$ cat src/hdl/bha_pkg.sv
// shared types, constants and helper functions of the binned heap allocator
package bha_pkg;

  localparam int ARITH_W   = 20;
  localparam int LINK_W    = 16;
  localparam int DATA_W    = 32;
  localparam int BIN_IDX_W = 6;
  localparam int LIMIT_W   = 17;

  localparam int DEF_HEAP_BYTES = 65536;
  localparam int DEF_NUM_BINS   = 17;
  localparam int DEF_PAGE_BYTES = 4096;

  localparam int ADDR_SPAN    = 65536;
  localparam int TAG_OVERHEAD = 16;

  localparam logic [DATA_W-1:0]  USED_MARK   = 32'hDEAD_DEAD;
  localparam logic [LIMIT_W-1:0] LIMIT_RESET = 17'h1_0000;

  typedef logic [ARITH_W-1:0] addr_t;

  // one access to the tag store
  typedef struct packed {
    logic              en;
    logic              we;
    addr_t             addr;
    logic [DATA_W-1:0] wdata;
  } tag_cmd_t;

  // one write to the bin head table
  typedef struct packed {
    logic                 we;
    logic [BIN_IDX_W-1:0] idx;
    logic [LINK_W-1:0]    val;
  } bin_cmd_t;

  typedef enum logic [5:0] {
    S_IDLE,
    S_A0, S_A1, S_A2, S_A3, S_A4, S_A5, S_A6, S_A7,
    S_AM0, S_AM1,
    S_G0, S_G1, S_G2, S_G3,
    S_F0, S_F1, S_F2, S_F3, S_F4,
    S_FL1, S_FL2, S_FL3, S_FL4, S_FL5,
    S_FR0, S_FR1, S_FR2, S_FR3, S_FR4,
    S_FIN,
    S_UL0, S_UL1, S_UL2,
    S_SP0, S_SP1,
    S_IN0, S_IN1,
    S_RESULT
  } seq_state_t;

  // index of the highest set bit, zero for values below two
  function automatic logic [BIN_IDX_W:0] msb_index(addr_t v);
    logic [BIN_IDX_W:0] r;
    r = '0;
    for (int i = 1; i < ARITH_W; i++) begin
      if (v[i]) r = (BIN_IDX_W+1)'(i);
    end
    return r;
  endfunction

  function automatic addr_t chunk_of(logic [DATA_W-1:0] l);
    return addr_t'({l[LINK_W-1:3], 3'b000});
  endfunction

  function automatic logic [LINK_W-1:0] link_of(addr_t c);
    return {c[LINK_W-1:3], 3'b001};
  endfunction

  function automatic logic size_ok(logic [DATA_W-1:0] s, addr_t room);
    return (s >= DATA_W'(TAG_OVERHEAD)) && (s[2:0] == 3'b000) && (s <= DATA_W'(room));
  endfunction

endpackage

$ cat src/hdl/bha_bins.sv
// bin head table, occupancy bitmap and lowest usable bin search
module bha_bins #(
  parameter int NUM_BINS = bha_pkg::DEF_NUM_BINS
) (
  input  logic                          clk,
  input  logic                          rst,
  input  bha_pkg::bin_cmd_t             cmd,
  input  logic [bha_pkg::BIN_IDX_W-1:0] head_idx,
  output logic [bha_pkg::LINK_W-1:0]    head,
  input  logic [bha_pkg::BIN_IDX_W:0]   min_bin,
  output logic                          avail_any,
  output logic [bha_pkg::BIN_IDX_W-1:0] avail_idx
);
  import bha_pkg::*;

  localparam int BIN_W = $clog2(NUM_BINS);

  logic [LINK_W-1:0]   heads [NUM_BINS];
  logic [NUM_BINS-1:0] bitmap;
  logic [NUM_BINS-1:0] avail;
  logic [NUM_BINS-1:0] live;

  // head update keeps the bitmap bit in step
  always_ff @(posedge clk) begin
    if (rst) begin
      for (int i = 0; i < NUM_BINS; i++) heads[i] <= '0;
      bitmap <= '0;
    end else if (cmd.we) begin
      heads[cmd.idx[BIN_W-1:0]]  <= cmd.val;
      bitmap[cmd.idx[BIN_W-1:0]] <= (cmd.val != '0);
    end
  end

  assign head = heads[head_idx[BIN_W-1:0]];

  // lowest non-empty bin at or above the minimum
  always_comb begin
    avail_idx = '0;
    for (int i = 0; i < NUM_BINS; i++) begin
      avail[i] = bitmap[i] && ((BIN_IDX_W+1)'(i) >= min_bin);
      live[i]  = (heads[i] != '0);
    end
    for (int i = NUM_BINS - 1; i >= 0; i--) begin
      if (avail[i]) avail_idx = BIN_IDX_W'(i);
    end
  end

  assign avail_any = (avail != '0);

  a_bitmap_tracks_heads: assert property (@(posedge clk) disable iff (rst)
    bitmap == live) else $error("bin bitmap out of step with bin heads");

endmodule

$ cat config.mk
export PLATFORM = sky130hd
export DESIGN_NAME = bha_bins
export DESIGN_NICKNAME = d
export VERILOG_FILES = /design/src/hdl/bha_pkg.sv /design/src/hdl/bha_bins.sv
export SDC_FILE = /design/constraint.sdc
export NUM_CORES = 1
export LEC_CHECK = 0
export BUFFER_PORTS_ARGS = -buffer_cell sky130_fd_sc_hd__buf_2
export CORE_MARGIN = 4
export CORE_UTILIZATION = 55
export CTS_BUF_LIST = sky130_fd_sc_hd__clkbuf_8
export CTS_CLUSTER_SIZE = 20
export DETAILED_ROUTE_END_ITERATION = 12
export PLACE_DENSITY_LB_ADDON = 0.08
export SLEW_MARGIN = 10
export SYNTH_ARGS = -nofsm -noshare
export SYNTH_HDL_FRONTEND = slang
export SYNTH_SLANG_ARGS = --single-unit
$ cat constraint.sdc
create_clock -name clk -period 2.9 [get_ports clk]
set_input_delay 0.58 -clock clk [delete_from_list [all_inputs] [get_ports clk]]
set_output_delay 0.58 -clock clk [all_outputs]
set_load 0.02 [all_outputs]
* After elaboration in Yosys (flattened, before gate mapping)
Memories as Yosys holds them, arrays and structs flattened.
Cells that the tools add are included.
** Storage, ports and cells
- Register bits :: 17
- RAM bits :: 272
- Output and inout bits :: 23
- Word-level logic and storage cells :: 70
- Memories kept :: 1
** Memory list
- heads :: words 17, bits a word 16, rd ports 1, clocked after Yosys merged registers in 0, wr ports 17, RTL line bha_bins.sv:18 : logic [LINK_W-1:0] heads [NUM_BINS];
** Cells by class
- $lt $le $gt $ge :: 19
- Muxes and demuxes :: 28
- Reductions and logical operators :: 21
** Operators with widths (number)
- $mux W6 :: 16
- $ge A4 B7 Y1 const A :: 8
- $ge A3 B7 Y1 const A :: 4
- $logic_and A1 B1 Y1 :: 18
- $bwmux W17 :: 1
- $reduce_bool A17 Y1 :: 1
- $mux W16 :: 1
- $reduce_bool A16 Y1 :: 1
- $reduce_or A16 Y1 :: 1
- $ge A1 B7 Y1 const A :: 2
- $ge A2 B7 Y1 const A :: 2
- $mux W5 :: 2
- $ge A5 B7 Y1 const A :: 1
- $mux W1 :: 7
- $lt A5 B6 Y1 const B :: 1
- $demux W1 S5 :: 1
- $ge A5 B1 Y1 const B :: 1

* Depth between registers and ports, before layout
- Word-level depth :: 19
- Depth in mapped cells :: 7

* Worst setup path after synthesis
No wires, ideal clock.
- Kind :: in2out
- Start :: input head_idx[1] (netlist bit)
- End :: output head[0] (netlist bit)
- Data arrival time :: 2.369 ns
- Path slack :: -0.049 ns
- Cell stages on the path :: 5
- Path buffers :: 2
- Cell sequence :: clkbuf_1 -> buf_1 -> mux4_2 -> mux4_2 -> mux2_2
** Between the ends
- Longest elaborated chain between the ends :: 1
** RTL lines
- start, declared :: RTL line bha_bins.sv:8 : input logic [bha_pkg::BIN_IDX_W-1:0] head_idx,
- $mem_v2 Z17 W16
- end, declared :: RTL line bha_bins.sv:9 : output logic [bha_pkg::LINK_W-1:0] head,
Every way passes these cells.

* Worst setup path after layout
- Start :: input head_idx[0] (netlist bit)
- End :: output head[10] (netlist bit)
The elaborated chain is that of the path after synthesis.

==> out/qor.csv <==
metric;value;unit
Adder-Cell Fraction of Synth Area;0;%
Die Span X;211;um
antenna violations before repair;2;
Clock Sinks;529;
RSZ-0062 raised after global routing;true;
Port Buffers;57;
dominant synthesized flop cell;edfxtp_1;
max_slew headroom;51.9;%
XOR/XNOR Fraction of Synth Area;0;%
clock latency on the worst-skew pair;0.63;ns
Seq/Total Area, Yosys;69.5;%
clock root buffer;clkbuf_8;
mux cell area share after synthesis;16.7;%
DRC;0;
Critical Path RT;2.32;ns
crit path kind;input pin to output port;
switch share;22.8;%
global-route wire length before repair;85200;um
DP HPWL;33000;um
vias in the first global route;12600;
WL final;57600;um
final core occ;63.6;%
Synth Register Bits;529;
clock slew at reported path FFs;0.06;ns
Worst-Margin Slew;0.722;ns
average routed wire per standard cell;28.5;um
clock skew;0;ns
htree depth;3;
largest net degree at the start of global routing;40;
FFs w/ async S/R, synth;0;%
worst hold slack;0.302;ns
HP Class;input pin to register;
min cycle time layout;3.14;ns
GRT overflow;0;
GPL Wtd Cong;0.808;
Vias;12200;
synthesized instance count;1262;
Pint;12.2;mW
cts bufs inserted;88;
Starting Density;55.5;%
remaining antenna violation count;0;
Chip Height;211;um
EDFF count, synth;512;
Synth top cells by count;edfxtp_1 (512), and2_1 (275), mux4_2 (160), clkbuf_1 (64), nor2_1 (40);
Starting DRT DRC Count;1297;
largest family of logic cells by synthesized area;multiplexers;
Max Cap Viol;0;
Non-Filler Instances;2018;
total track usage;26.7;%
n_diodes;0;
Final Max Tran Viols;0;
Reg power frac;54.8;%
M1 wire length;23200;um
Final period util;108;%
Syn Nets;1300;
f_max;0.319;GHz
Yosys warnings;0;
VDD IR max;0.000470;V
mean post-synth cell area;17.9;sq um
Worst Setup End Kind;output port;
Logic pwr share;8.1;%
Via density;6.06;
final worst setup slack;-0.238;ns
post-synthesis compound-gate area fraction;2.13;%
Simple-Gate Fraction of Synth Area;9.81;%
Placed Cells;1862;
startpoint types;input pin;
most common cell in the netlist;edfxtp_1;
top cell type's share of synthesized area;68.0;%
DR WL met3;4240;um
final count of hold timing violations;0;
library cells used by synthesis;42;
CTS tree;yes;
critical path fanouts, max;17;
IO Count;61;
area leader, netlist;edfxtp_1;
WP data arrival;2.56;ns
Area Growth Syn to Fin;14.7;%
Post-Syn Area;22600;sq um
Nets;1464;
P_sw;3.61;mW
area of the core;40700;sq um
synth top area cells;edfxtp_1 (68%), mux4_2 (16%), and2_1 (7.6%), dfxtp_1 (1.5%), clkbuf_1 (1.1%);
Leak;8.93;nW
Met2 Wirelength;28900;um
standard-cell rows;74;
Clk pwr share;37.1;%
layout cells sized above 1;30.8;%
P per Cell Area;611;nW/um^2
failing checks;setup timing;
endpoints failing setup;16;
drt pass-1 iters;5;
top routing layer used;met4;
clk buf depth;3;
status;complete, but fails checks;
setup TNS;-3.26;ns
Die ar.;44400;sq um
==> per-layer routing <==
metal,GRT usage [%],up-vias
met4,7.02,0
met1,37.1,6382
met5,0,-
li1,-,5241
met3,5.05,98
met2,44.5,501
==> cell type report <==
cell class | instances | area [sq um]
Sequential cell | 529 | 15700
Fill cell | 2933 | 14800
Multi-Input combinational cell | 632 | 6570
Timing Repair Buffer | 157 | 1360
Clock buffer | 97 | 1340
Tap cell | 532 | 666
Clock inverter | 53 | 215
Inverter | 18 | 67.6
==> final timing paths <==
| path | to | cells past startpoint | startpoint | slack (ns) |
|---|---|---|---|---|
| hold reg to reg | bitmap[12]$_SDFFE_PP0P_ | 2 | bitmap[12]$_SDFFE_PP0P_ | 0.49 |
| setup / recovery | head[10] | 6 | head_idx[0] | -0.24 |
| setup reg to reg | bitmap[9]$_SDFFE_PP0P_ | 2 | bitmap[9]$_SDFFE_PP0P_ | 2.20 |
| hold / removal | heads[22][9]$_DFFE_PP_ | 1 | cmd[9] | 0.30 |
==> cell families after synthesis <==
kind of cell | after synthesis
other cells | 1
simple gates | 381
compound gates | 74
buf+inv | 101
mux | 176
flops | 529
==> sequential cells by signal, summed over array words and instances (netlist names) <==
name,count
heads,512
bitmap,17
==> critical path, cell delays in order <==
cell	delay [ns]
clkbuf_16	0.17
buf_16	0.20
mux4_2	0.52
mux4_2	0.58
mux2_4	0.34
buf_6	0.14
==> what timing repair did <==
action | 4_1_cts | 5_1_grt
setup buffers | 6 | 0
setup endpoints to repair | 16 | 16
hold buffers | 0 | 0
resized for setup | 27 | 5
==> power groups by stage <==
stage / clock network [mW] / registers (mW) / logic (mW)
finish: 5.88 / 8.68 / 1.28
global route: 6.40 / 8.70 / 1.36
CTS: 5.99 / 8.68 / 1.29
detailed placement: 0 / 8.84 / 1.24
global placement: 0 / 8.82 / 1.23
floorplan: 0 / 8.81 / 0.701
==> metrics by stage <==
| step | total power [mW] | cell area, sq um | setup slack (ns) |
|---|---|---|---|
| 2_1_floorplan | 9.51 | 22600 | 0.00599 |
| 3_3_place_gp | 10.1 | 24200 | -0.326 |
| 3_5_place_dp | 10.1 | 24200 | -0.316 |
| 4_1_cts | 16.0 | 25900 | -0.258 |
| 5_1_grt | 16.5 | 25900 | -0.281 |
| 6_report | 15.8 | 25900 | -0.238 |
==> cells in the final DEF, fill, tap and decap left out, drive strengths merged, types with 2 or more instances in the layout <==
cell | Yosys | routed
inv | 18 | 44
mux4 | 160 | 160
nand2b | 3 | 3
nand3 | 9 | 9
a22oi | 3 | 3
and3b | 2 | 2
edfxtp | 512 | 512
nor2 | 40 | 40
mux2 | 16 | 16
buf | 19 | 156
o21ai | 25 | 25
nor4 | 5 | 5
o21bai | 9 | 9
a21boi | 4 | 4
a21oi | 10 | 10
and2 | 275 | 275
nand4 | 2 | 2
o311ai | 2 | 2
clkinv | 0 | 26
nor2b | 3 | 3
nor3 | 2 | 2
a21o | 11 | 11
nand2 | 28 | 28
nand3b | 8 | 8
dfxtp | 17 | 17
clkbuf | 64 | 98
Power figures use the tool's default switching activity.
