==> src/hdl/bha_pkg.sv <==
// shared types, constants and helper functions of the binned heap allocator
package bha_pkg;

  localparam int ARITH_W   = 20;
  localparam int LINK_W    = 16;
  localparam int DATA_W    = 32;
  localparam int BIN_IDX_W = 6;
  localparam int LIMIT_W   = 17;

  localparam int DEF_HEAP_BYTES = 65536;
  localparam int DEF_NUM_BINS   = 17;
  localparam int DEF_PAGE_BYTES = 4096;

  localparam int ADDR_SPAN    = 65536;
  localparam int TAG_OVERHEAD = 16;

  localparam logic [DATA_W-1:0]  USED_MARK   = 32'hDEAD_DEAD;
  localparam logic [LIMIT_W-1:0] LIMIT_RESET = 17'h1_0000;

  typedef logic [ARITH_W-1:0] addr_t;

  // one access to the tag store
  typedef struct packed {
    logic              en;
    logic              we;
    addr_t             addr;
    logic [DATA_W-1:0] wdata;
  } tag_cmd_t;

  // one write to the bin head table
  typedef struct packed {
    logic                 we;
    logic [BIN_IDX_W-1:0] idx;
    logic [LINK_W-1:0]    val;
  } bin_cmd_t;

  typedef enum logic [5:0] {
    S_IDLE,
    S_A0, S_A1, S_A2, S_A3, S_A4, S_A5, S_A6, S_A7,
    S_AM0, S_AM1,
    S_G0, S_G1, S_G2, S_G3,
    S_F0, S_F1, S_F2, S_F3, S_F4,
    S_FL1, S_FL2, S_FL3, S_FL4, S_FL5,
    S_FR0, S_FR1, S_FR2, S_FR3, S_FR4,
    S_FIN,
    S_UL0, S_UL1, S_UL2,
    S_SP0, S_SP1,
    S_IN0, S_IN1,
    S_RESULT
  } seq_state_t;

  // index of the highest set bit, zero for values below two
  function automatic logic [BIN_IDX_W:0] msb_index(addr_t v);
    logic [BIN_IDX_W:0] r;
    r = '0;
    for (int i = 1; i < ARITH_W; i++) begin
      if (v[i]) r = (BIN_IDX_W+1)'(i);
    end
    return r;
  endfunction

  function automatic addr_t chunk_of(logic [DATA_W-1:0] l);
    return addr_t'({l[LINK_W-1:3], 3'b000});
  endfunction

  function automatic logic [LINK_W-1:0] link_of(addr_t c);
    return {c[LINK_W-1:3], 3'b001};
  endfunction

  function automatic logic size_ok(logic [DATA_W-1:0] s, addr_t room);
    return (s >= DATA_W'(TAG_OVERHEAD)) && (s[2:0] == 3'b000) && (s <= DATA_W'(room));
  endfunction

endpackage

==> src/hdl/bha_seq.sv <==
// request sequencer: walks tags and links through the tag store
module bha_seq #(
  parameter int HEAP_BYTES = bha_pkg::DEF_HEAP_BYTES,
  parameter int NUM_BINS   = bha_pkg::DEF_NUM_BINS,
  parameter int PAGE_BYTES = bha_pkg::DEF_PAGE_BYTES
) (
  input  logic                          clk,
  input  logic                          rst,
  input  logic                          start,
  input  logic                          op,
  input  logic [15:0]                   request_size,
  input  logic [15:0]                   payload_offset,
  input  logic [bha_pkg::LIMIT_W-1:0]   heap_limit,
  input  logic                          out_free,
  output logic                          busy,
  output logic                          done,
  output logic [15:0]                   res_offset,
  output logic                          res_status,
  output bha_pkg::tag_cmd_t             tag_cmd,
  input  logic [bha_pkg::DATA_W-1:0]    tag_rdata,
  output bha_pkg::bin_cmd_t             bin_cmd,
  output logic [bha_pkg::BIN_IDX_W-1:0] head_idx,
  input  logic [bha_pkg::LINK_W-1:0]    head,
  output logic [bha_pkg::BIN_IDX_W:0]   min_bin,
  input  logic                          avail_any,
  input  logic [bha_pkg::BIN_IDX_W-1:0] avail_idx
);
  import bha_pkg::*;

  localparam addr_t PAGE_MASK = addr_t'(PAGE_BYTES - 1);

  seq_state_t state, state_next, ret, ret_next;

  logic [15:0]          p_q;
  addr_t                sz, c, s, aux, ax, asz, sp_chunk;
  addr_t                used, spare, top;
  logic [LINK_W-1:0]    prv, sp_val;
  logic [BIN_IDX_W-1:0] bi;

  addr_t             cs, left, csz, grow_need, f0_c;
  logic [DATA_W-1:0] binsize;
  logic              split, grow_fail, f0_bad, fin_tail;
  logic              rd_used, rd_zero;

  function automatic logic [BIN_IDX_W-1:0] bin_of(addr_t v);
    logic [BIN_IDX_W:0] m;
    m = msb_index(v);
    return (m >= (BIN_IDX_W+1)'(NUM_BINS)) ? BIN_IDX_W'(NUM_BINS - 1) : m[BIN_IDX_W-1:0];
  endfunction

  // shared conditions
  assign cs        = c + s;
  assign binsize   = DATA_W'(1) << bi;
  assign split     = (binsize >= DATA_W'(sz)) &&
                     ((binsize - DATA_W'(sz)) >= DATA_W'(TAG_OVERHEAD));
  assign left      = addr_t'(binsize - DATA_W'(sz));
  assign csz       = addr_t'(tag_rdata - (binsize - DATA_W'(sz)));
  assign grow_need = ((sz - spare) + PAGE_MASK) & ~PAGE_MASK;
  assign grow_fail = ((used + spare + aux) >= addr_t'(heap_limit)) ||
                     (DATA_W'(top + aux) > DATA_W'(HEAP_BYTES)) ||
                     (DATA_W'(top + aux) > DATA_W'(ADDR_SPAN));
  assign f0_c      = addr_t'(p_q) - addr_t'(8);
  assign f0_bad    = (p_q == '0) || (p_q[2:0] != 3'b000) || (f0_c >= used);
  assign fin_tail  = (cs >= used);
  assign rd_used   = (tag_rdata == USED_MARK);
  assign rd_zero   = (tag_rdata == '0);

  assign busy     = (state != S_IDLE);
  assign head_idx = bi;
  assign min_bin  = msb_index(sz - addr_t'(1)) + (BIN_IDX_W+1)'(1);

  // next state
  always_comb begin
    state_next = state;
    ret_next   = ret;
    case (state)
      S_IDLE:   if (start) state_next = op ? S_F0 : S_A0;
      S_A0:     state_next = avail_any ? S_A1 : S_G0;
      S_A1:     state_next = S_A2;
      S_A2: begin
        if (!rd_zero) begin
          ret_next   = S_A3;
          state_next = S_SP0;
        end else begin
          state_next = S_A3;
        end
      end
      S_A3:     state_next = S_A4;
      S_A4:     state_next = split ? S_A5 : S_AM0;
      S_A5:     state_next = S_A6;
      S_A6:     state_next = S_A7;
      S_A7: begin
        ret_next   = S_AM0;
        state_next = S_IN0;
      end
      S_AM0:    state_next = S_AM1;
      S_AM1:    state_next = S_RESULT;
      S_G0:     state_next = (spare < sz) ? S_G1 : S_G2;
      S_G1:     state_next = grow_fail ? S_RESULT : S_G2;
      S_G2:     state_next = S_G3;
      S_G3:     state_next = S_AM0;
      S_F0:     state_next = f0_bad ? S_RESULT : S_F1;
      S_F1:     state_next = size_ok(tag_rdata, used - c) ? S_F2 : S_RESULT;
      S_F2:     state_next = rd_used ? S_F3 : S_RESULT;
      S_F3:     state_next = rd_used ? S_F4 : S_RESULT;
      S_F4: begin
        if (tag_rdata != DATA_W'(s)) state_next = S_RESULT;
        else if (c != '0)           state_next = S_FL1;
        else                        state_next = S_FR0;
      end
      S_FL1:    state_next = size_ok(tag_rdata, c) ? S_FL2 : S_FR0;
      S_FL2:    state_next = (tag_rdata == DATA_W'(aux)) ? S_FL3 : S_FR0;
      S_FL3: begin
        if (!rd_used) begin
          ret_next   = S_FL4;
          state_next = S_UL0;
        end else begin
          state_next = S_FR0;
        end
      end
      S_FL4:    state_next = S_FL5;
      S_FL5:    state_next = S_FR0;
      S_FR0:    state_next = (cs < used) ? S_FR1 : S_FIN;
      S_FR1:    state_next = size_ok(tag_rdata, used - cs) ? S_FR2 : S_FIN;
      S_FR2: begin
        if (!rd_used) begin
          ret_next   = S_FR3;
          state_next = S_UL0;
        end else begin
          state_next = S_FIN;
        end
      end
      S_FR3:    state_next = S_FR4;
      S_FR4:    state_next = S_FIN;
      S_FIN: begin
        if (fin_tail) begin
          state_next = S_RESULT;
        end else begin
          ret_next   = S_RESULT;
          state_next = S_IN0;
        end
      end
      S_UL0:    state_next = S_UL1;
      S_UL1:    state_next = S_UL2;
      S_UL2:    state_next = rd_zero ? ret : S_SP0;
      S_SP0:    state_next = S_SP1;
      S_SP1:    state_next = ret;
      S_IN0:    state_next = S_IN1;
      S_IN1:    state_next = (head != '0) ? S_SP0 : ret;
      S_RESULT: if (out_free) state_next = S_IDLE;
      default:  state_next = S_IDLE;
    endcase
  end

  // tag store and bin table commands
  always_comb begin
    tag_cmd = '0;
    bin_cmd = '0;
    done    = 1'b0;
    case (state)
      S_A1: tag_cmd = '{1'b1, 1'b0, chunk_of(DATA_W'(head)) + addr_t'(4), '0};
      S_A2: bin_cmd = '{1'b1, bi, tag_rdata[LINK_W-1:0]};
      S_A3: tag_cmd = '{1'b1, 1'b0, c, '0};
      S_A4: if (split) tag_cmd = '{1'b1, 1'b1, c, DATA_W'(csz)};
      S_A5: tag_cmd = '{1'b1, 1'b1, cs - addr_t'(4), DATA_W'(s)};
      S_A6: tag_cmd = '{1'b1, 1'b1, cs, DATA_W'(aux)};
      S_A7: tag_cmd = '{1'b1, 1'b1, cs + aux - addr_t'(4), DATA_W'(aux)};
      S_AM0: tag_cmd = '{1'b1, 1'b1, c + addr_t'(4), USED_MARK};
      S_AM1: tag_cmd = '{1'b1, 1'b1, cs - addr_t'(8), USED_MARK};
      S_G2: tag_cmd = '{1'b1, 1'b1, used, DATA_W'(sz)};
      S_G3: tag_cmd = '{1'b1, 1'b1, cs - addr_t'(4), DATA_W'(s)};
      S_F0: if (!f0_bad) tag_cmd = '{1'b1, 1'b0, f0_c, '0};
      S_F1: if (size_ok(tag_rdata, used - c)) tag_cmd = '{1'b1, 1'b0, c + addr_t'(4), '0};
      S_F2: if (rd_used) tag_cmd = '{1'b1, 1'b0, cs - addr_t'(8), '0};
      S_F3: if (rd_used) tag_cmd = '{1'b1, 1'b0, cs - addr_t'(4), '0};
      S_F4: begin
        if (tag_rdata == DATA_W'(s) && c != '0) tag_cmd = '{1'b1, 1'b0, c - addr_t'(4), '0};
      end
      S_FL1: begin
        if (size_ok(tag_rdata, c)) tag_cmd = '{1'b1, 1'b0, c - addr_t'(tag_rdata), '0};
      end
      S_FL2: begin
        if (tag_rdata == DATA_W'(aux)) tag_cmd = '{1'b1, 1'b0, c - aux + addr_t'(4), '0};
      end
      S_FL4: tag_cmd = '{1'b1, 1'b1, c - aux, DATA_W'(s + aux)};
      S_FL5: tag_cmd = '{1'b1, 1'b1, cs - addr_t'(4), DATA_W'(s)};
      S_FR0: if (cs < used) tag_cmd = '{1'b1, 1'b0, cs, '0};
      S_FR1: if (size_ok(tag_rdata, used - cs)) tag_cmd = '{1'b1, 1'b0, cs + addr_t'(4), '0};
      S_FR3: tag_cmd = '{1'b1, 1'b1, c, DATA_W'(s + aux)};
      S_FR4: tag_cmd = '{1'b1, 1'b1, cs - addr_t'(4), DATA_W'(s)};
      S_UL0: tag_cmd = '{1'b1, 1'b0, ax + asz - addr_t'(8), '0};
      S_UL1: tag_cmd = '{1'b1, 1'b0, ax + addr_t'(4), '0};
      S_UL2: begin
        if (prv != '0) tag_cmd = '{1'b1, 1'b1, chunk_of(DATA_W'(prv)) + addr_t'(4), tag_rdata};
        else           bin_cmd = '{1'b1, bin_of(asz), tag_rdata[LINK_W-1:0]};
      end
      S_SP0: tag_cmd = '{1'b1, 1'b0, sp_chunk, '0};
      S_SP1: tag_cmd = '{1'b1, 1'b1, sp_chunk + addr_t'(tag_rdata) - addr_t'(8), DATA_W'(sp_val)};
      S_IN0: tag_cmd = '{1'b1, 1'b1, ax + asz - addr_t'(8), '0};
      S_IN1: begin
        tag_cmd = '{1'b1, 1'b1, ax + addr_t'(4), DATA_W'(head)};
        bin_cmd = '{1'b1, bi, link_of(ax)};
      end
      S_RESULT: done = out_free;
      default: ;
    endcase
  end

  // control registers
  always_ff @(posedge clk) begin
    if (rst) begin
      state <= S_IDLE;
      ret   <= S_IDLE;
      used  <= '0;
      spare <= '0;
      top   <= '0;
    end else begin
      state <= state_next;
      ret   <= ret_next;
      case (state)
        S_G1: begin
          if (!grow_fail) begin
            spare <= spare + aux;
            top   <= top + aux;
          end
        end
        S_G2: begin
          spare <= spare - sz;
          used  <= used + sz;
        end
        S_FIN: begin
          if (fin_tail) begin
            used  <= c;
            spare <= top - c;
          end
        end
        default: ;
      endcase
    end
  end

  // working registers
  always_ff @(posedge clk) begin
    case (state)
      S_IDLE: begin
        if (start) begin
          p_q        <= payload_offset;
          sz         <= (addr_t'(request_size) + addr_t'(TAG_OVERHEAD + 7)) & ~addr_t'(7);
          res_offset <= '0;
          res_status <= 1'b0;
        end
      end
      S_A0:  bi <= avail_idx;
      S_A1:  c <= chunk_of(DATA_W'(head));
      S_A2: begin
        sp_chunk <= chunk_of(tag_rdata);
        sp_val   <= '0;
      end
      S_A4: begin
        if (split) begin
          aux <= left;
          s   <= csz;
        end else begin
          s <= addr_t'(tag_rdata);
        end
      end
      S_A7: begin
        ax  <= cs;
        asz <= aux;
      end
      S_AM1: res_offset <= LINK_W'(c + addr_t'(8));
      S_G0:  aux <= grow_need;
      S_G1:  if (grow_fail) res_status <= 1'b1;
      S_G2: begin
        c <= used;
        s <= sz;
      end
      S_F0:  c <= f0_c;
      S_F1:  s <= addr_t'(tag_rdata);
      S_FL1: aux <= addr_t'(tag_rdata);
      S_FL3: begin
        ax  <= c - aux;
        asz <= aux;
      end
      S_FL4: begin
        c <= c - aux;
        s <= s + aux;
      end
      S_FR1: aux <= addr_t'(tag_rdata);
      S_FR2: begin
        ax  <= cs;
        asz <= aux;
      end
      S_FR3: s <= s + aux;
      S_FIN: begin
        ax  <= c;
        asz <= s;
      end
      S_UL1: prv <= tag_rdata[LINK_W-1:0];
      S_UL2: begin
        sp_chunk <= chunk_of(tag_rdata);
        sp_val   <= prv;
      end
      S_IN0: bi <= bin_of(asz);
      S_IN1: begin
        sp_chunk <= chunk_of(DATA_W'(head));
        sp_val   <= link_of(ax);
      end
      default: ;
    endcase
  end

  a_start_when_idle: assert property (@(posedge clk) disable iff (rst)
    start |-> state == S_IDLE) else $error("word taken while sequencer busy");

  a_arena_balance: assert property (@(posedge clk) disable iff (rst)
    top == used + spare) else $error("arena top differs from used plus spare");

  a_done_returns_idle: assert property (@(posedge clk) disable iff (rst)
    done |=> state == S_IDLE) else $error("sequencer not idle after result");

endmodule

==> config.mk <==
export PLATFORM = sky130hd
export DESIGN_NAME = bha_seq
export DESIGN_NICKNAME = d
export VERILOG_FILES = /design/src/hdl/bha_pkg.sv /design/src/hdl/bha_seq.sv
export SDC_FILE = /design/constraint.sdc
export NUM_CORES = 2
export LEC_CHECK = 0
export BUFFER_PORTS_ARGS = -buffer_cell sky130_fd_sc_hd__buf_4
export CAP_MARGIN = 20
export CELL_PAD_IN_SITES_DETAIL_PLACEMENT = 0
export CELL_PAD_IN_SITES_GLOBAL_PLACEMENT = 1
export CORE_UTILIZATION = 35
export CTS_BUF_LIST = sky130_fd_sc_hd__clkbuf_8 sky130_fd_sc_hd__clkbuf_16
export CTS_CLUSTER_SIZE = 25
export DETAILED_ROUTE_END_ITERATION = 6
export PLACE_DENSITY = 0.71
export SLEW_MARGIN = 40
export SYNTH_ARGS = -nofsm -noshare
export SYNTH_HDL_FRONTEND = slang
export SYNTH_SLANG_ARGS = --single-unit
==> constraint.sdc <==
create_clock -name clk -period 7 [get_ports clk]
set_clock_uncertainty 0.05 [all_clocks]
set_input_delay 0.7 -clock clk [delete_from_list [all_inputs] [get_ports clk]]
set_output_delay 0.7 -clock clk [all_outputs]
set_load 0.005 [all_outputs]
Yosys cells after proc, flatten, opt, wreduce, memory -nomap -nowiden:

Index checks and enable logic that the tools add are counted.

* register bits after elaboration: 280

* add/sub/neg operators: 39
* magnitude comparators: 14
* equal/unequal tests: 52
* shifts and indexed selects: 1
* muxes and demuxes: 107
* bitwise logic cells: 1
* reductions and logical operators: 47

Operators with widths (number)
* one-hot mux 54 bit (27 select lines): 1
* 2-to-1 mux 54 bit: 11
* 2-to-1 mux 7 bit: 37
* one-hot mux 6 bit (39 select lines): 1
* adder 20 bit: 10
* one-hot mux 20 bit (3 select lines): 3
* one-hot mux 20 bit (4 select lines): 2
* subtractor 20 bit: 8
* one-hot mux 20 bit (2 select lines): 3
* 2-to-1 mux 6 bit: 17
* 2-to-1 mux 20 bit: 5
* == test 6 x 5 -> 1 bit (second input constant): 16
* <= comparator 32 x 20 -> 1 bit: 3
* adder 20 x 3 -> 20 bit (second input constant): 4
* one-hot mux 23 bit (3 select lines): 1
* == test 32 x 20 -> 1 bit: 2
* greater-or-equal comparator 32 x 5 -> 1 bit (second input constant): 2
* subtractor 20 x 3 -> 20 bit (second input constant): 3
* subtractor 20 x 4 -> 20 bit (second input constant): 3
* == test 6 x 4 -> 1 bit (second input constant): 8
* one-hot mux 16 bit (3 select lines): 1
* adder 20 x 20 -> 21 bit: 2
* == test 6 bit (second input constant): 7
* greater-or-equal comparator 20 bit: 2
* other kinds (50): 109

Logic depth before layout (Yosys ltp):

* word-level depth: 25
* gate-level depth with buffers: 32
* depth with buffers taken out: 31

Least setup slack after synthesis:

No wires, ideal clock.

* path kind: reg2out
* start: reg c[0]
* end: out tag_cmd[41] in the netlist's numbering
* arrival: 6.239 ns
* required time: 6.250 ns
* path slack: 0.011 ns
* stages on the path, launching flop included: 31
* buffers on the path: 1
* cells stage by stage: edfxtp_1 -> ha_1 -> fa_1 -> a21o_1 -> a21oi_1 -> xnor2_1 -> inv_1 -> ha_1 -> o2111ai_1 -> nand3_1 -> o21ai_0 -> nand2b_1 -> a41o_1 -> maj3_1 -> o2111ai_1 -> a31o_2 -> o21ai_0 -> a2111oi_0 -> nor3_1 -> ha_1 -> nand4_1 -> a22oi_1 -> nor3_1 -> a21oi_1 -> nand2b_1 -> clkbuf_1 -> o22ai_1 -> o21ai_0 -> o2111ai_1 -> a221oi_1 -> o21ai_0

RTL lines
* from (decl): RTL line bha_seq.sv:35 `addr_t sz, c, s, aux, ax, asz, sp_chunk;`
* from (signal assigned): RTL line bha_seq.sv:254 `S_A1: c <= chunk_of(DATA_W'(head));`
* from (signal assigned): RTL line bha_seq.sv:275 `c <= used;`
* from (signal assigned): RTL line bha_seq.sv:286 `c <= c - aux;`
* to (decl): RTL line bha_seq.sv:19 `output bha_pkg::tag_cmd_t tag_cmd,`

==> Flow_metrics.wiki <==
{| class="wikitable"
! Metric !! Value
|-
| Depth of the CTS H-tree || 2
|-
| Cell Pwr Density || 342 mW/mm2
|-
| Number of iterations in the first detailed-routing pass || 6
|-
| Biggest area consumer among synthesized cells || sky130_fd_sc_hd__ha_1
|-
| Delay contributed by the slowest stage of the critical path || 0.46 ns
|-
| Data arrival time of the critical path || 6.61 ns
|-
| Crit Path Max Fanout || 6
|-
| Cells taking the most area after synthesis || sky130_fd_sc_hd__ha_1 (16%), sky130_fd_sc_hd__edfxtp_1 (16%), sky130_fd_sc_hd__xnor2_1 (5.5%)
|-
| Number of antenna violations at the first check in global routing || 17
|-
| Critical path's slowest cell || sky130_fd_sc_hd__edfxtp_1
|-
| Final Routed Wirelength || 233 mm
|-
| Global-route track usage on met2 || 61.0%
|-
| Count of pins on the block boundary || 218
|-
| Dpl cells || 6653
|-
| Commonest register cell after synthesis || sky130_fd_sc_hd__edfxtp_1
|-
| Number of fill cells || 11.0k
|-
| Actual transition at the worst max-transition pin || 1.03 ns
|-
| Residual DRC || 0
|-
| Number of cell rows || 120
|-
| Setup crit start kind || register
|-
| Power share of the sequential group || 15.6%
|-
| Mean instance size in the synthesized netlist || 7.80 um2
|-
| Async set or reset register ratio after synthesis || 0%
|-
| Clock network fraction of design power || 13.4%
|-
| Count of final max-slew check failures || 0
|-
| Maximum number of buffers from clock root to sink || 3
|-
| Drt via density || 6.42
|-
| Post-synth EDFFs || 198
|-
| Setup Viol. Count Final || 21
|-
| Total number of vias || 43.3k
|-
| Y dimension of the die || 332 um
|-
| Min Clock Period, post-route || 7.36 ns
|-
| Launching point of the worst reg2reg path || aux[4]$_DFFE_PP_
|-
| Combinational family with the most area after synthesis || compound AO/OA/AOI/OAI gates
|-
| Switch share || 53.2%
|-
| Max IR drop VDD || 0.177 mV
|-
| Area of the die || 0.110 mm2
|-
| Core ar. || 0.107 mm2
|-
| HPWL after detailed placement || 189 mm
|-
| Number of buffers inserted during clock tree synthesis || 39
|-
| Source-to-sink clock delay at the later pin of the worst-skew pair || 0.64 ns
|-
| Proportion of synthesized area in mux cells || 0.918%
|-
| Overall track demand over capacity in global routing || 40.8%
|-
| Total of hold buffers inserted after clock tree synthesis || 0
|-
| Slack of the critical path || -0.360 ns
|-
| Setup repair after global routing missed its margin || yes
|-
| XOR/XNOR Fraction of Synth Area || 9.15%
|-
| Final count of hold timing violations || 0
|-
| Clock Pin Slew Worst Setup and Hold Paths || 0.06 ns
|-
| WL/cell || 34.5 um
|-
| Commonest cells in the synthesized netlist || sky130_fd_sc_hd__ha_1 (490), sky130_fd_sc_hd__nand2_1 (460), sky130_fd_sc_hd__inv_1 (380)
|-
| Simple-gate share of the synthesized area || 20.4%
|-
| Busiest layer in global routing || met2
|-
| Global-route wire length before repair || 317 mm
|-
| Met3 routing resource usage after global routing || 9.65%
|-
| Count of mapped cells out of synthesis || 4875
|-
| Post-synthesis cell area || 0.0380 mm2
|-
| Warnings, synthesis || 0
|-
| Final period util || 105%
|-
| Post-placement setup slack || -0.309 ns
|-
| Pin count of the biggest net entering global routing || 70
|-
| Leakage dissipation || 19.7 nW
|-
| Share of final-layout standard cells stronger than drive strength 1 || 16.0%
|-
| Category of the worst setup path capture point || primary output
|-
| Library cell with the highest instance count after synthesis || sky130_fd_sc_hd__ha_1
|-
| Sequential share of the synthesized area || 19.4%
|-
| Iter 0 DRT Violations || 5554
|-
| Area used by multi-input combinational logic || 0.0290 mm2
|-
| Worst min-delay path startpoint || payload_offset[12]
|-
| Total overflow reported by the global router || 0
|-
| Sw Pwr || 8.30 mW
|-
| Synthesis-stage register bit count || 270
|-
| Vias in the first global route || 40.3k
|-
| Achievable clock frequency || 0.136 GHz
|-
| Tightest slew margin relative to the limit || 31.6%
|-
| Max cap viols || 0
|-
| Non-filler cells in the finished layout || 6750
|-
| Start point of the critical path || c[0]$_DFFE_PP_
|-
| Initial Utilization || 35.4%
|-
| Clock tree from TritonCTS || built
|-
| Total area of sequential cells || 0.00739 mm2
|-
| Number of sinks driven by the clock tree || 270
|-
| Port buffer count || 215
|-
| Compound-Gate Fraction of Synth Area || 26.0%
|-
| M1 GR Usage || 49.7%
|-
| Failing checks || negative setup slack
|-
| Area share of fa/ha/maj cells after synthesis || 18.1%
|-
| Critical Setup Path Class || reg2out
|-
| Worst path required time || 6.25 ns
|-
| Root cell of the clock tree || sky130_fd_sc_hd__clkbuf_16
|-
| Layout Area Growth over Synthesis || 19.6%
|-
| Net count reported at finish || 5947
|-
| Min-Delay Path Class || in2reg
|-
| Count of distinct cell types in the synthesized netlist || 110
|-
| Remaining antenna violation count || 0
|-
| Final Power || 15.6 mW
|-
| Final Wtd Congestion || 1.13
|-
| Cell Int Power || 7.28 mW
|-
| Area share of the largest cell type after synthesis || 16.1%
|-
| Slack of the worst reg-to-reg path || 0.59 ns
|-
| Combinational power share || 71.0%
|-
| DIE WIDTH || 332 um
|-
| Result of the run || finished with violations
|}
==> final cells by class <==
type / count / area share [%]
Inverter: 391 / 3.23
Multi-Input combinational cell: 4012 / 63.8
Clock inverter: 30 / 0.660
Timing Repair Buffer: 598 / 10.1
Tap cell: 1403 / 3.86
Clock buffer: 40 / 2.18
Antenna cell: 6 / 0.0330
Sequential cell: 270 / 16.2
==> cells in the final DEF, fill, tap and decap left out, types with 61 or more instances in the layout <==
cell type	n
sky130_fd_sc_hd__buf_4	581
sky130_fd_sc_hd__ha_1	484
sky130_fd_sc_hd__nand2_1	456
sky130_fd_sc_hd__inv_1	385
sky130_fd_sc_hd__nor2_1	365
sky130_fd_sc_hd__a21oi_1	319
sky130_fd_sc_hd__o21ai_0	255
sky130_fd_sc_hd__xnor2_1	237
sky130_fd_sc_hd__edfxtp_1	198
sky130_fd_sc_hd__xor2_1	151
sky130_fd_sc_hd__nand3_1	146
sky130_fd_sc_hd__nor3_1	135
sky130_fd_sc_hd__a21o_1	120
sky130_fd_sc_hd__dfxtp_1	72
sky130_fd_sc_hd__nor2b_1	61
==> registers in the layout, indices dropped and copies added, names as in the netlist <==
name        cells
spare          20
sp_chunk       13
state           6
aux            20
ret             6
ax             20
top            20
res_status      1
used           20
c              20
head_idx        6
sp_val         16
prv            16
res_offset     16
p_q            16
sz             14
s              20
asz            20
==> worst paths after layout <==
check                          to  depth (start not counted)
max                   tag_cmd[49]                         30
min             p_q[12]$_DFFE_PP_                          1
max reg2reg  top[11]$_SDFFE_PP0P_                         24
min reg2reg   ret[4]$_SDFFE_PP0P_                          2
==> power by group through the flow <==
stage | Combinational (mW) | Sequential (mW) | Clock (mW)
floorplan | 5.86 | 2.35 | 0
finish | 11.1 | 2.43 | 2.08
global route | 11.5 | 2.45 | 2.14
CTS | 10.5 | 2.41 | 2.08
global placement | 10.4 | 2.44 | 0
detailed placement | 10.3 | 2.44 | 0
==> kinds of logic after synthesis <==
group | after synthesis
adders and majority gates | 529
muxes | 34
AOI/OAI and AO/OA | 1458
xor gates and xnor gates | 394
buffers and inverters | 594
and+or+nand+nor | 1595
other | 1
DFF | 270
==> critical path: cells and delay by family, from the launching register on <==
kind,cells,cell delay (ns)
AOI/OAI and AO/OA,15,2.86
xor gates and xnor gates,1,0.15
adders and majority gates,5,1.47
buffers and inverters,3,0.33
DFF,1,0.46
and+or+nand+nor,6,0.74
==> stage by stage <==
step           setup TNS, ns  utilization (%)  cell area, um2  hold slack (ns)
2_1_floorplan              0                -           38000            0.403
4_1_cts                -5.42             42.0           45100            0.204
3_3_place_gp           -2.82             40.4           43400            0.416
6_report               -4.94             42.4           45500            0.221
5_1_grt               -11.23             42.4           45500            0.212
3_5_place_dp           -3.02             40.5           43400            0.419
==> timing repair <==
item                       in CTS  in global routing
setup endpoints to repair      21                 28
gates cloned                    0                  0
gates resized for setup        82                 54
setup buffers                  13                 10
pin swaps                      57                 57
==> per-layer routing <==
layer / routed length, um / part of all wire, %
met3: 25200 / 11
met1: 87400 / 38
met4: 23900 / 10
met5: 56 / 0.024
met2: 96500 / 41
(Power assumes the default switching activity.)
